**src/rtl/wfps_pkg.sv**
```systemverilog
// Shared types, constants and formats for the wall-follow PID steering block.
package wfps_pkg;

   localparam int CORDIC_ITERATIONS_DEF = 16;

   // datapath widths
   localparam int RANGE_W  = 15;
   localparam int XY_W     = 36;   // CORDIC vector, Q16 mm
   localparam int CS_W     = 34;   // cos/sin, Q30
   localparam int ACC_W    = 52;   // projection accumulator
   localparam int ERR_W    = 17;
   localparam int LERR_W   = 18;
   localparam int SUM_W    = 40;
   localparam int PID_W    = 60;
   localparam int DIV_SH   = 11;   // 256000 = 125 << 11
   localparam int QN_W     = 22;   // |S| >> 11 below saturation
   localparam int Q_W      = 15;   // quotient bits below saturation
   localparam int RECIP_W  = 23;
   localparam int RECIP_SH = 29;
   localparam int STEER_W  = 16;
   localparam int SPEED_W  = 11;

   localparam logic [15:0] COS70_Q16 = 16'd22415;
   localparam logic [15:0] SIN70_Q16 = 16'd61584;
   localparam logic signed [CS_W-1:0] INV_GAIN_Q30 = 34'sd652032875;
   localparam logic signed [CS_W-1:0] ONE_Q30      = 34'sd1073741824;
   localparam logic signed [ACC_W-1:0] HALF_Q30    = 52'sd536870912;
   // ceil(2^29 / 125); exact floor for every dividend below 2^22
   localparam logic [RECIP_W-1:0] RECIP_125 = 23'd4294968;
   // 32768 * 256000: at or above this the quotient saturates
   localparam logic [PID_W-1:0] SAT_LIMIT = 60'd8388608000;
   localparam logic signed [ERR_W+5:0] ERR_MAX = 23'sd65535;
   localparam logic signed [ERR_W+5:0] ERR_MIN = -23'sd65536;
   localparam logic signed [SUM_W:0] SUM_MAX = 41'sd549755813887;
   localparam logic signed [SUM_W:0] SUM_MIN = -41'sd549755813888;

   localparam logic [SPEED_W-1:0] SPEED_FAST = 11'd1500;
   localparam logic [SPEED_W-1:0] SPEED_MED  = 11'd1000;
   localparam logic [SPEED_W-1:0] SPEED_SLOW = 11'd500;

   // configuration port
   localparam int CSR_IDX_W  = 3;
   localparam int CSR_DATA_W = 16;
   localparam logic [CSR_IDX_W-1:0] CSR_GAIN_P    = 3'd0;
   localparam logic [CSR_IDX_W-1:0] CSR_GAIN_I    = 3'd1;
   localparam logic [CSR_IDX_W-1:0] CSR_GAIN_D    = 3'd2;
   localparam logic [CSR_IDX_W-1:0] CSR_TARGET    = 3'd3;
   localparam logic [CSR_IDX_W-1:0] CSR_LOOKAHEAD = 3'd4;
   localparam logic [CSR_IDX_W-1:0] CSR_BAND_LOW  = 3'd5;
   localparam logic [CSR_IDX_W-1:0] CSR_BAND_HIGH = 3'd6;

   typedef struct packed {
      logic [15:0] gain_p;
      logic [15:0] gain_i;
      logic [15:0] gain_d;
      logic [14:0] target;
      logic [13:0] lookahead;
      logic [14:0] band_low;
      logic [14:0] band_high;
   } cfg_type;

   typedef enum logic [3:0] {
      STEP_NONE, STEP_LOAD, STEP_CORDIC, STEP_PROJ_BC, STEP_PROJ_LS, STEP_ERR,
      STEP_PID_P, STEP_PID_ILO, STEP_PID_IHI, STEP_PID_D, STEP_ABS, STEP_DIV,
      STEP_OUT
   } step_type;

   typedef enum logic [3:0] {
      ST_IDLE, ST_CORDIC, ST_PROJ_BC, ST_PROJ_LS, ST_ERR, ST_PID_P, ST_PID_ILO,
      ST_PID_IHI, ST_PID_D, ST_ABS, ST_DIV, ST_FIN
   } state_type;

   typedef struct packed {
      step_type step;
   } cmd_type;

endpackage

```
**src/rtl/wfps_ctrl.sv**
```systemverilog
// Sequencer: steps the datapath through CORDIC, projection, PID and divide.
module wfps_ctrl #(
   parameter int CORDIC_ITERATIONS = wfps_pkg::CORDIC_ITERATIONS_DEF,
   parameter int CNT_W = 5
) (
   input  logic              clock,
   input  logic              reset,
   input  logic              req_valid,
   output logic              req_ready,
   output logic              rsp_valid,
   input  logic              rsp_ready,
   output wfps_pkg::cmd_type cmd,
   output logic [CNT_W-1:0]  iter
);
   import wfps_pkg::*;

   state_type        state_ff, state_in;
   logic [CNT_W-1:0] cnt_ff, cnt_in;
   logic             rsp_valid_ff, rsp_valid_in;

   always_ff @(posedge clock) begin
      if (reset) begin
         state_ff     <= ST_IDLE;
         cnt_ff       <= '0;
         rsp_valid_ff <= 1'b0;
      end else begin
         state_ff     <= state_in;
         cnt_ff       <= cnt_in;
         rsp_valid_ff <= rsp_valid_in;
      end
   end

   always_comb begin
      state_in     = state_ff;
      cnt_in       = cnt_ff;
      rsp_valid_in = rsp_valid_ff & ~rsp_ready;
      cmd.step     = STEP_NONE;
      req_ready    = 1'b0;
      case (state_ff)
         ST_IDLE: begin
            req_ready = 1'b1;
            if (req_valid) begin
               cmd.step = STEP_LOAD;
               cnt_in   = '0;
               state_in = ST_CORDIC;
            end
         end
         ST_CORDIC: begin
            cmd.step = STEP_CORDIC;
            if (cnt_ff == CNT_W'(CORDIC_ITERATIONS - 1)) begin
               cnt_in   = '0;
               state_in = ST_PROJ_BC;
            end else begin
               cnt_in = cnt_ff + 1'b1;
            end
         end
         ST_PROJ_BC: begin
            cmd.step = STEP_PROJ_BC;
            state_in = ST_PROJ_LS;
         end
         ST_PROJ_LS: begin
            cmd.step = STEP_PROJ_LS;
            state_in = ST_ERR;
         end
         ST_ERR: begin
            cmd.step = STEP_ERR;
            state_in = ST_PID_P;
         end
         ST_PID_P: begin
            cmd.step = STEP_PID_P;
            state_in = ST_PID_ILO;
         end
         ST_PID_ILO: begin
            cmd.step = STEP_PID_ILO;
            state_in = ST_PID_IHI;
         end
         ST_PID_IHI: begin
            cmd.step = STEP_PID_IHI;
            state_in = ST_PID_D;
         end
         ST_PID_D: begin
            cmd.step = STEP_PID_D;
            state_in = ST_ABS;
         end
         ST_ABS: begin
            cmd.step = STEP_ABS;
            state_in = ST_DIV;
         end
         ST_DIV: begin
            cmd.step = STEP_DIV;
            state_in = ST_FIN;
         end
         ST_FIN: begin
            // wait for the output register to free up
            if (!rsp_valid_ff || rsp_ready) begin
               cmd.step     = STEP_OUT;
               rsp_valid_in = 1'b1;
               state_in     = ST_IDLE;
            end
         end
         default: state_in = ST_IDLE;
      endcase
   end

   assign iter      = cnt_ff;
   assign rsp_valid = rsp_valid_ff;

endmodule

```
**config.mk**
```make
export PLATFORM = sky130hd
export DESIGN_NAME = wfps_ctrl
export DESIGN_NICKNAME = d
export VERILOG_FILES = /design/src/rtl/wfps_pkg.sv /design/src/rtl/wfps_ctrl.sv
export SDC_FILE = /design/constraint.sdc
export NUM_CORES = 1
export LEC_CHECK = 0
export CORE_AREA = 2 2 39 41
export CTS_CLUSTER_DIAMETER = 100
export DETAILED_ROUTE_END_ITERATION = 6
export DIE_AREA = 0 0 41 43
export DONT_BUFFER_PORTS = 1
export GPL_ROUTABILITY_DRIVEN = 0
export PLACE_DENSITY_LB_ADDON = 0.25
export SYNTH_ARGS = -nofsm -noshare
export SYNTH_HDL_FRONTEND = slang
export SYNTH_SLANG_ARGS = --single-unit
export TNS_END_PERCENT = 20
```
**constraint.sdc**
```tcl
create_clock -name clock -period 1.3 [get_ports clock]
set_input_delay 0.065 -clock clock [delete_from_list [all_inputs] [get_ports clock]]
set_output_delay 0.065 -clock clock [all_outputs]
set_load 0.02 [all_outputs]
```
## Word-level counts from Yosys, hierarchy flattened

Index checks and enable logic that the tools add are counted.

- Reduce and logical (&&, ||, !) cells: 6
- Eq/ne operators: 15
- Bitwise logic cells: 2
- Mux-type cells: 13
- Add/sub/neg operators: 1

Operator list:

| kind | number |
|---|---|
| $pmux 4 s12 | 2 |
| $eq 4x3->1 const B | 4 |
| $eq 4x4->1 const B | 4 |
| $mux 4 | 4 |
| $mux 5 | 2 |
| $pmux 5 s2 | 1 |
| $eq 4x2->1 const B | 2 |
| $ne 2x2->1 const B | 3 |
| $add 5x1->5 const B | 1 |
| $eq 5x4->1 const B | 1 |
| $eq 4x1->1 const B | 1 |
| $logic_not 4->1 | 1 |
| $mux 1 | 4 |
| $reduce_and 3->1 | 1 |
| $reduce_and 2->1 | 1 |
| $reduce_bool 2->1 | 1 |
| $and 1x1->1 | 1 |
| $logic_not 1->1 | 1 |
| $logic_or 1x1->1 | 1 |
| $not 1->1 | 1 |

- Logic and storage cells: 40
- Output and inout port bits: 11
- Flip-flop bits (word level): 10

## Longest topological paths before layout

Gate-level depths: netlist (run 1).

- Depth in word-level cells: 4
- Depth in mapped cells: 5
- Mapped depth without buffers: 4

## Worst setup path after synthesis (run 1)

Ideal clock, no wire load.

- Path kind: reg2reg
- Start: reg cnt_ff[0], in the netlist iter[0]
- End: reg state_ff[1]
- Clock period less this slack: 1.417 ns
- Arrival: 1.350 ns
- Setup slack: -0.117 ns
- Library setup time: 0.067 ns
- Cell stages (with the launch flop): 5
- Path through: dfxtp_1 > ha_1 > nand4b_2 > a221o_1 > a21oi_2

- Word-level cells in the longest chain between the ends: 3

Ends and longest elaborated chain:

| what | line | text |
|---|---|---|
| start: declaration | wfps_ctrl.sv:18 | `logic [CNT_W-1:0] cnt_ff, cnt_in;` |
| start signal: assignment | wfps_ctrl.sv:28 | `cnt_ff <= cnt_in;` |
| $eq 5x4->1 | wfps_ctrl.sv:50 | `if (cnt_ff == CNT_W'(CORDIC_ITERATIONS - 1)) begin` |
| $ne 2x2->1 (no line) | - |  |
| $reduce_and 3->1 (no line) | - |  |
| end signal: assignment | wfps_ctrl.sv:27 | `state_ff <= state_in;` |
| end: declaration | wfps_ctrl.sv:17 | `state_type state_ff, state_in;` |

No other way between the ends.
A chain may end at the register's enable or synchronous reset.

==> reports/summary.txt, run 1 <==
final wirelength -> 1.665 mm
Slowest-stage cell, CP -> or3_4
Setup WS pre-CTS -> 0.06256 ns
Synth Cell Area -> 610.6 um2
CTS Buf Count -> 3
GRT Overall Usage -> 21.25%
Final Util -> 66.00%
DRC -> 0
Synth Net Count -> 75
largest net degree at the start of global routing -> 13
syn_area_per_cell -> 8.723 um2
HP Class -> input pin to flip-flop
Power Density -> 1150 nW/um2
post-route total power -> 0.001051 W
Worst-Margin Slew -> 0.4619 ns
critical path fanouts, max -> 5
Slew Limit Headroom -> 69.10%
Tcrit/Tclk final -> 104.1%
Max Fclk -> 0.7392 GHz
critical path arrival -> 1.29 ns
status -> complete, but fails checks
ratio of cells with drive above 1 in the final layout -> 52.17%
Non-Filler Instances -> 108
Die X-Extent -> 41 um
initial core utilization -> 44.12%
Ant. Diodes -> 0
Crit path largest cell delay -> 0.41 ns
crit-path cells -> or3_4 > o21ai_4 > inv_2
sequential-to-total area share from yosys stat -> 32.79%
post-synth top area cell -> dfxtp_1
NumNets Final -> 98
Worst Clk Skew -> 0.004769 ns
CP required -> 1.24 ns
max cap viols -> 0
library cells used by synthesis -> 35
Vias -> 612
Max VDD drop -> 0.8516 mV
CTS max path bufs -> 2
failing checks -> setup timing
Setup Viol. Count Final -> 4
final worst slack -> -0.05276 ns
FFs w/ async S/R, synth -> 0%
Synth Flop Type -> dfxtp_1
total number of yosys warnings -> 0
drt via density -> 5.667
P_leak -> 0.3777 nW
synth top area cells -> dfxtp_1, nand2b_1, a21oi_1
first-pass GRT wire length -> 2.546 mm
DP Wirelength -> 1.066 mm
M2 GR Usage -> 35.00%
startpoint type of the worst setup path -> flip-flop
global routing usage on met3 -> 6.283%
number of synthesized flops with an enable pin -> 0
Die H -> 43 um
Crit path max-delay family -> simple AND/OR/NAND/NOR gates
global route total overflow -> 0
met1 Use GR -> 25.32%
commonest non-fill, non-tap cell in the layout -> buf_4
Yosys reg bits -> 10
most frequent cells in the layout -> buf_4, a21oi_1, nand2_1
First-pass DRT Iterations -> 4
endpoint class of the critical path -> output port
Mapped Cells -> 70
area post-placement -> 708.2 um2
Setup CP Type -> flip-flop to output port
die area -> 1763 um2
area grow syn2layout -> 49.59%
initial drt markers -> 5
Root Buffer -> clkbuf_4
IO Pins -> 15
Hold Violations, Final -> 0
GRT Max-Usage Layer -> met2
CTS H-tree lvls -> 1
CTS Sinks -> 10
Design Area, Final -> 913.4 um2
initial antenna violation count -> 0
Final Critical Period -> 1.353 ns
unrepaired setup endpoints after global routing -> true
Clock transition at path regs -> 0.08 ns
CTS tree -> built
CP bufs+invs -> 1
vias in the first global route -> 565
routed len/inst -> 15.42 um
Antenna Nets Post-Route -> 0
core area -> 1384 um2
Worst-Skew Late Latency -> 0.28 ns
placed insts -> 95
FP Rows -> 14
PortBufs -> 0
final max-slew violation count -> 0
Synth top area share -> 32.79%
## tightest hold or removal path: cells and delay by family
| family | cells | cell delay, ns |
|---|---|---|
| compound gates | 1 | 0.06 |
| simple gates | 2 | 0.18 |
## sequential cells by signal, indices dropped and copies added, names as in the netlist
signal / flops
iter: 5
state_ff: 4
rsp_valid: 1
## path summary, 6_finish.rpt
kind                                          startpoint                    to  slack, ns  cells after the start
worst max-delay path            state_ff[1]$_SDFFE_PP0P_                cmd[0]      -0.05                      3
worst min-delay path                           req_valid  iter[2]$_SDFFE_PP0P_       0.07                      3
worst max register to register  state_ff[1]$_SDFFE_PP0P_  iter[3]$_SDFFE_PP0P_       0.02                      4
worst min register to register      rsp_valid$_SDFF_PP0_  rsp_valid$_SDFF_PP0_       0.56                      2
## cells by family after synthesis
kind of cell	count (synthesis)	share of synthesized area, %
buffers and inverters	6	6.965
XOR/XNOR	2	2.869
AO/OA/AOI/OAI	20	20.90
flip-flops	10	32.79
adder cells (fa/ha/maj)	1	2.049
AND/OR/NAND/NOR	31	34.43
## routing by layer
layer  share of wire, %  routed length, um  vias up
met1                 40                659      292
met4                1.0                 17        0
met3                4.5                 75        2
met2                 55                912       15
met5                  0                  0        -
li1                   -                  -      303
## cell usage after synthesis (2+ instances only)
cell / instances
o22ai_1: 2
nor2_1: 3
dfxtp_1: 10
xnor2_1: 2
buf_6: 2
nand2b_1: 6
o21ai_0: 3
nand2_1: 7
a31oi_1: 2
nand3_1: 3
a21oi_1: 6
## timing repair
| item | CTS | global route |
|---|---|---|
| hold endpoints to repair | 10 | 0 |
| hold buffers | 3 | 0 |
| pin swaps | 2 | 7 |
| buffers inserted | 3 | 3 |
| resized for setup | 9 | 20 |
| setup endpoints to repair | 5 | 11 |
## stage by stage
stage           TNS [ns]  hold slack, ns
4_1_cts          -0.2099         0.08117
3_5_place_dp           0          0.1300
5_1_grt          -0.4279         0.08165
3_3_place_gp           0          0.1304
2_1_floorplan  -0.002062          0.2424
6_report         -0.1361         0.06675
## cell type report
cell class	count	area (um2)
Clock buffer	4	36.28
Fill cell	114	470.5
Inverter	1	3.754
Multi-Input combinational cell	54	445.4
Sequential cell	10	216.5
Tap cell	16	20.02
Timing Repair Buffer	23	191.4
## report_power, final
group          leakage [nW]  switching, W  internal [W]
combinational         0.272      0.000200      0.000189
clock                0.0210      0.000128      0.000171
sequential           0.0852     0.0000305      0.000332
total                 0.378      0.000359      0.000692
No activity file was read; power rests on OpenSTA's default activity.
==> run 2, diff against run 1 <==
- ABC_AREA: not set -> 1
==> reports/summary.txt, run 2 <==
Synth top area share -> 36.61% (+3.8 points)
failing checks -> setup timing
FP Rows -> 14 (unchanged)
global route total overflow -> 0 (unchanged)
CTS tree -> built
number of synthesized flops with an enable pin -> 0 (unchanged)
ratio of cells with drive above 1 in the final layout -> 35.05% (-17 points)
Worst Clk Skew -> 0.002852 ns (-0.001917 ns)
Comb pwr share -> 53.8% (+17 points)
DRC -> 0 (unchanged)
Crit path largest cell delay -> 0.35 ns (-0.06 ns)
Synth Cell Area -> 546.8 um2 (-10%)
vias in the first global route -> 539 (-4.6%)
post-synth top area cell -> dfxtp_1
most common cell in the netlist -> nand2_1
Synth Net Count -> 89 (+19%)
CP bufs+invs -> 1 (unchanged)
sequential-to-total area share from yosys stat -> 36.61% (+3.8 points)
final wirelength -> 1.304 mm (-22%)
Max Fclk -> 0.7380 GHz (-0.16%)
final max-slew violation count -> 0 (unchanged)
routed len/inst -> 11.54 um (-25%)
Tcrit/Tclk final -> 104.2% (+0.17 points)
die area -> 1763 um2 (unchanged)
drt via density -> 5.133 (-9.4%)
Flop pwr share -> 32.0% (-2.5 points)
Clock transition at path regs -> 0.06 ns (-0.02 ns)
Hold Violations, Final -> 0 (unchanged)
CP required -> 1.24 ns (about the same)
First-pass DRT Iterations -> 4 (unchanged)
Ant. Diodes -> 0 (unchanged)
critical path fanouts, max -> 2 (-3)
Net Sw Power -> 0.0007022 W (+96%)
Synth Area in Adders -> 2.288% (+0.24 points)
CTS Buf Count -> 3 (unchanged)
initial antenna violation count -> 0 (unchanged)
Worst-Skew Late Latency -> 0.26 ns (-0.02 ns)
Synth Area in Simple Gates -> 35.93% (+1.5 points)
Mapped Cells -> 84 (+20%)
Vias -> 580 (-5.2%)
PortBufs -> 0 (unchanged)
largest family of logic cells by synthesized area -> simple AND/OR/NAND/NOR gates
Setup CP Type -> flip-flop to output port
Worst-Margin Slew -> 0.3816 ns (-0.08029 ns)
P_leak -> 0.3256 nW (-14%)
Synth Flop Type -> dfxtp_1
Slowest-stage cell, CP -> dfxtp_2
commonest non-fill, non-tap cell in the layout -> nand2_1
library cells used by synthesis -> 18 (-49%)
max FFs per register -> 5 (unchanged)
largest net degree at the start of global routing -> 8 (-5)
total number of yosys warnings -> 0 (unchanged)
post-synthesis mux area share -> 0% (unchanged)
Power Density -> 1970 nW/um2 (+71%)
synth cell count leaders -> nand2_1, inv_1, nor2_1, dfxtp_1, a21oi_1
Yosys reg bits -> 10 (unchanged)
Post-Synth XOR/XNOR Area -> 1.602% (-1.3 points)
critical path arrival -> 1.29 ns (about the same)
startpoint type of the worst setup path -> flip-flop
IO Pins -> 15 (unchanged)
max cap viols -> 0 (unchanged)
status -> complete, but fails checks
post-route total power -> 0.001455 W (+38%)
setup_tns -> -0.05797 ns (+0.07812 ns)
unrepaired setup endpoints after global routing -> true
Clk pwr share -> 14.2% (-14 points)
Internal -> 0.0007524 W (+8.7%)
Setup WS pre-CTS -> 0.1029 ns (+0.04035 ns)
first-pass GRT wire length -> 2.139 mm (-16%)
Die X-Extent -> 41 um (unchanged)
switching share of total power -> 48.28% (+14 points)
most used cell, CP -> nor2_2
final worst slack -> -0.05493 ns (-0.002172 ns)
syn_area_per_cell -> 6.509 um2 (-25%)
initial core utilization -> 39.51% (-4.6 points)
Crit path max-delay family -> simple AND/OR/NAND/NOR gates
CTS Sinks -> 10 (unchanged)
Slew Limit Headroom -> 74.46% (+5.4 points)
Setup Viol. Count Final -> 2 (-2)
Root Buffer -> clkbuf_4
Final Critical Period -> 1.355 ns (+0.002171 ns)
endpoint class of the critical path -> output port
initial drt markers -> 13 (+8)
area grow syn2layout -> 35.01%
synth top area cells -> dfxtp_1, nand2_1, inv_1
core area -> 1384 um2 (unchanged)
Max VDD drop -> 1.215 mV (+43%)
FFs w/ async S/R, synth -> 0% (unchanged)
crit-path cells -> ha_4 > nand3_4 > nor2_4 > nor2_2 > nor2_2 > nand2_1 > inv_2
most frequent cells in the layout -> nand2_1, inv_1, buf_4
Antenna Nets Post-Route -> 0 (unchanged)
CTS H-tree lvls -> 1 (unchanged)
NumNets Final -> 104 (+6.1%)
CTS max path bufs -> 2 (unchanged)
HP Class -> input pin to flip-flop
Die H -> 43 um (unchanged)
DP Wirelength -> 962.2 um (-9.7%)
GRT Overall Usage -> 17.96% (-3.3 points)
post-synthesis compound-gate area fraction -> 14.65% (-6.3 points)
-- run 2: logic make-up (layout without fill, tap and decap cells) --
kind of cell             after synthesis  after routing
AO/OA/AOI/OAI                         15             15
XOR/XNOR                               1              1
buffers and inverters                 13             26
adder cells (fa/ha/maj)                1              1
AND/OR/NAND/NOR                       44             44
flip-flops                            10             10
-- run 2: through the flow --
| step | area, um2 | hold slack [ns] | util, % | cells |
|---|---|---|---|---|
| floorplan | 549.3 | 0.1267 | - | 84 |
| global placement | 629.4 | 0.1286 | 45.48 | 108 |
| detailed placement | 629.4 | 0.1325 | 45.48 | 108 |
| CTS | 688.2 | 0.06949 | 49.73 | 112 |
| global route | 738.2 | 0.05788 | 53.35 | 113 |
| finish | 738.2 | 0.04361 | 53.35 | 113 |
-- run 2: worst min-delay path, delay by kind of cell --
family / cells / cell delay, ns
compound gates: 1 / 0.06
simple gates: 2 / 0.12
-- run 2: layout make-up --
class	instances	area, um2
Inverter	13	51.30
Timing Repair Buffer	10	77.57
Multi-Input combinational cell	61	351.6
Sequential cell	10	215.2
Clock buffer	3	22.52
Tap cell	16	20.02
Fill cell	145	645.6
-- run 2: timing repair --
item | 4_1_cts | 5_1_grt
buffers inserted | 0 | 1
hold buffers | 1 | 0
gates resized for setup | 10 | 14
endpoints found under the setup margin | 3 | 3
endpoints found under the hold margin | 7 | 0
pin swaps | 1 | 4
-- run 2: final timing paths --
kind	from	endpoint	slack, ns	cells past startpoint
setup reg to reg	iter[1]$_SDFFE_PP0P_	state_ff[0]$_SDFFE_PP0P_	0.11	7
hold reg to reg	state_ff[1]$_SDFFE_PP0P_	state_ff[1]$_SDFFE_PP0P_	0.51	2
setup / recovery	iter[1]$_SDFFE_PP0P_	cmd[0]	-0.05	7
hold / removal	rsp_ready	state_ff[3]$_SDFFE_PP0P_	0.04	3
-- run 2: power groups by stage --
stage / combinational [W] / clock (W) / sequential [W]
floorplan: 0.000515 / 0 / 0.000454
global placement: 0.000713 / 0 / 0.000440
detailed placement: 0.000723 / 0 / 0.000440
CTS: 0.000751 / 0.000216 / 0.000450
global route: 0.000876 / 0.000231 / 0.000479
finish: 0.000782 / 0.000207 / 0.000466
-- run 2: layer usage --
layer / track usage, % / share of wire [%] / vias up
li1: - / - / 297
met1: 22.22 / 47 / 272
met2: 27.50 / 48 / 9
met3: 5.236 / 3.3 / 2
met4: 8.000 / 1.3 / 0
met5: 0 / 0 / -
==> run 3, diff against run 2 <==
- PLACE_DENSITY: not set -> 0.64
- PLACE_DENSITY_LB_ADDON: 0.25 -> not set
- SKIP_CTS_REPAIR_TIMING: not set -> 1
==> reports/summary.txt, run 3 (synthesis results as in run 2) <==
status -> complete, but fails checks
failing checks -> setup timing
area grow syn2layout -> 36.84%
worst hold slack -> 0.05355 ns (+0.009932 ns)
DRC -> 0 (unchanged)
unrepaired setup endpoints after global routing -> true
Setup CP Type -> flip-flop to output port
Clock transition at path regs -> 0.06 ns (about the same)
Antenna Nets Post-Route -> 0 (unchanged)
Clk pwr share -> 13.1% (-1.1 points)
NumNets Final -> 103 (-0.96%)
Slew Limit Headroom -> 75.10% (+0.64 points)
CTS max path bufs -> 2 (unchanged)
initial antenna violation count -> 0 (unchanged)
ratio of cells with drive above 1 in the final layout -> 34.38% (-0.68 points)
Die X-Extent -> 41 um (unchanged)
Slowest-stage cell, CP -> dfxtp_2
initial drt markers -> 7 (-6)
FP Rows -> 14 (unchanged)
most frequent cells in the layout -> nand2_1, inv_1, a21oi_1, buf_4, nor2_1
Power Density -> 2008 nW/um2 (+1.9%)
Setup WS pre-CTS -> 0.09709 ns (-0.005819 ns)
largest net degree at the start of global routing -> 8 (unchanged)
startpoint type of the worst setup path -> flip-flop
critical path fanouts, max -> 4 (+2)
Die H -> 43 um (unchanged)
Flop pwr share -> 31.0% (-1.0 points)
final worst slack -> -0.04840 ns (+0.006532 ns)
die area -> 1763 um2 (unchanged)
Final Util -> 54.07% (+0.72 points)
Crit path largest cell delay -> 0.35 ns (about the same)
vias in the first global route -> 484 (-10%)
critical path arrival -> 1.28 ns (about the same)
final wirelength -> 1.286 mm (-1.4%)
P_leak -> 0.3223 nW (-1.0%)
Worst-Margin Slew -> 0.3721 ns (-0.009587 ns)
Worst Clk Skew -> 0.0004395 ns (-0.002413 ns)
Worst-Skew Late Latency -> 0.25 ns (about the same)
max FFs per register -> 5 (unchanged)
drt via density -> 5.161 (+0.54%)
GRT Overall Usage -> 16.16% (-1.8 points)
Root Buffer -> clkbuf_4
HP Class -> input pin to flip-flop
Comb pwr share -> 55.9% (+2.1 points)
Tcrit/Tclk final -> 103.7% (-0.50 points)
max cap viols -> 0 (unchanged)
Net Sw Power -> 0.0007166 W (+2.1%)
most used cell, CP -> nor2_4
CTS tree -> built
first-pass GRT wire length -> 1.869 mm (-13%)
First-pass DRT Iterations -> 4 (unchanged)
Hold Violations, Final -> 0 (unchanged)
CP required -> 1.24 ns (about the same)
Max VDD drop -> 0.7150 mV (-41%)
initial core utilization -> 39.51% (unchanged)
IO Pins -> 15 (unchanged)
core area -> 1384 um2 (unchanged)
CTS Sinks -> 10 (unchanged)
Max Fclk -> 0.7416 GHz (+0.48%)
endpoint class of the critical path -> output port
Internal -> 0.0007855 W (+4.4%)
crit-path cells -> ha_4 > nand3_4 > nor2_4 > nor2_4 > nor2_4 > nand2_2 > inv_4
Final Critical Period -> 1.348 ns (-0.006532 ns)
switching share of total power -> 47.71% (-0.57 points)
CTS H-tree lvls -> 1 (unchanged)
PortBufs -> 0 (unchanged)
commonest non-fill, non-tap cell in the layout -> nand2_1
Vias -> 578 (-0.34%)
Crit path max-delay family -> simple AND/OR/NAND/NOR gates
Ant. Diodes -> 0 (unchanged)
CTS Buf Count -> 3 (unchanged)
Setup Viol. Count Final -> 1 (-1)
global route total overflow -> 0 (unchanged)
DP Wirelength -> 931.4 um (-3.2%)
CP bufs+invs -> 1 (unchanged)
routed len/inst -> 11.48 um (-0.50%)
final max-slew violation count -> 0 (unchanged)
## run 3: changes by cell type in the layout (fill, tap and decap cells not counted), sizes merged
cell  before  now
buf        9    8
## run 3: layout make-up
type	instances	area [um2]
clock buffer	3	22.52
fill	137	635.6
inverter	13	53.80
multi-input combinational	61	369.1
sequential	10	212.7
tap	16	20.02
timing repair buffer	9	70.07
## run 3: final timing paths
path         depth (start not counted)  slack [ns]                        to                     start
min                                  3        0.05      rsp_valid$_SDFF_PP0_                 rsp_ready
max                                  7       -0.05                    cmd[0]      iter[1]$_SDFFE_PP0P_
min reg2reg                          2        0.52  state_ff[1]$_SDFFE_PP0P_  state_ff[1]$_SDFFE_PP0P_
max reg2reg                          6        0.14      iter[3]$_SDFFE_PP0P_  state_ff[3]$_SDFFE_PP0P_
## run 3: worst min-delay path, stage by stage
cell     delay [ns]
nor2_2         0.04
a21oi_1        0.11
nor2_1         0.05
## run 3: per-stage QoR
| stage | area, um2 | setup TNS (ns) | power [W] | std cells |
|---|---|---|---|---|
| finish | 748.2 | -0.04840 | 0.001502 | 112 |
| global route | 748.2 | -0.2428 | 0.001636 | 112 |
| CTS | 651.9 | -0.5046 | 0.001357 | 111 |
| detailed placement | 629.4 | 0 | 0.001156 | 108 |
| global placement | 629.4 | 0 | 0.001149 | 108 |
| floorplan | 549.3 | 0 | 0.0009694 | 84 |
## run 3: routing by layer
layer / vias to the layer above / global-route usage [%] / share of wire [%]
met2: 17 / 21.88 / 50
met5: - / 0 / 0
met3: 2 / 5.759 / 6.4
li1: 303 / - / -
met4: 0 / 12.00 / 0.70
met1: 256 / 20.00 / 42
## run 3: power by group through the flow
stage          clock network (W)  registers, W  logic (W)
2_1_floorplan                  0      0.000454   0.000515
3_5_place_dp                   0      0.000439   0.000716
4_1_cts                 0.000206      0.000432   0.000719
3_3_place_gp                   0      0.000438   0.000711
5_1_grt                 0.000227      0.000474   0.000935
6_report                0.000197      0.000466   0.000840
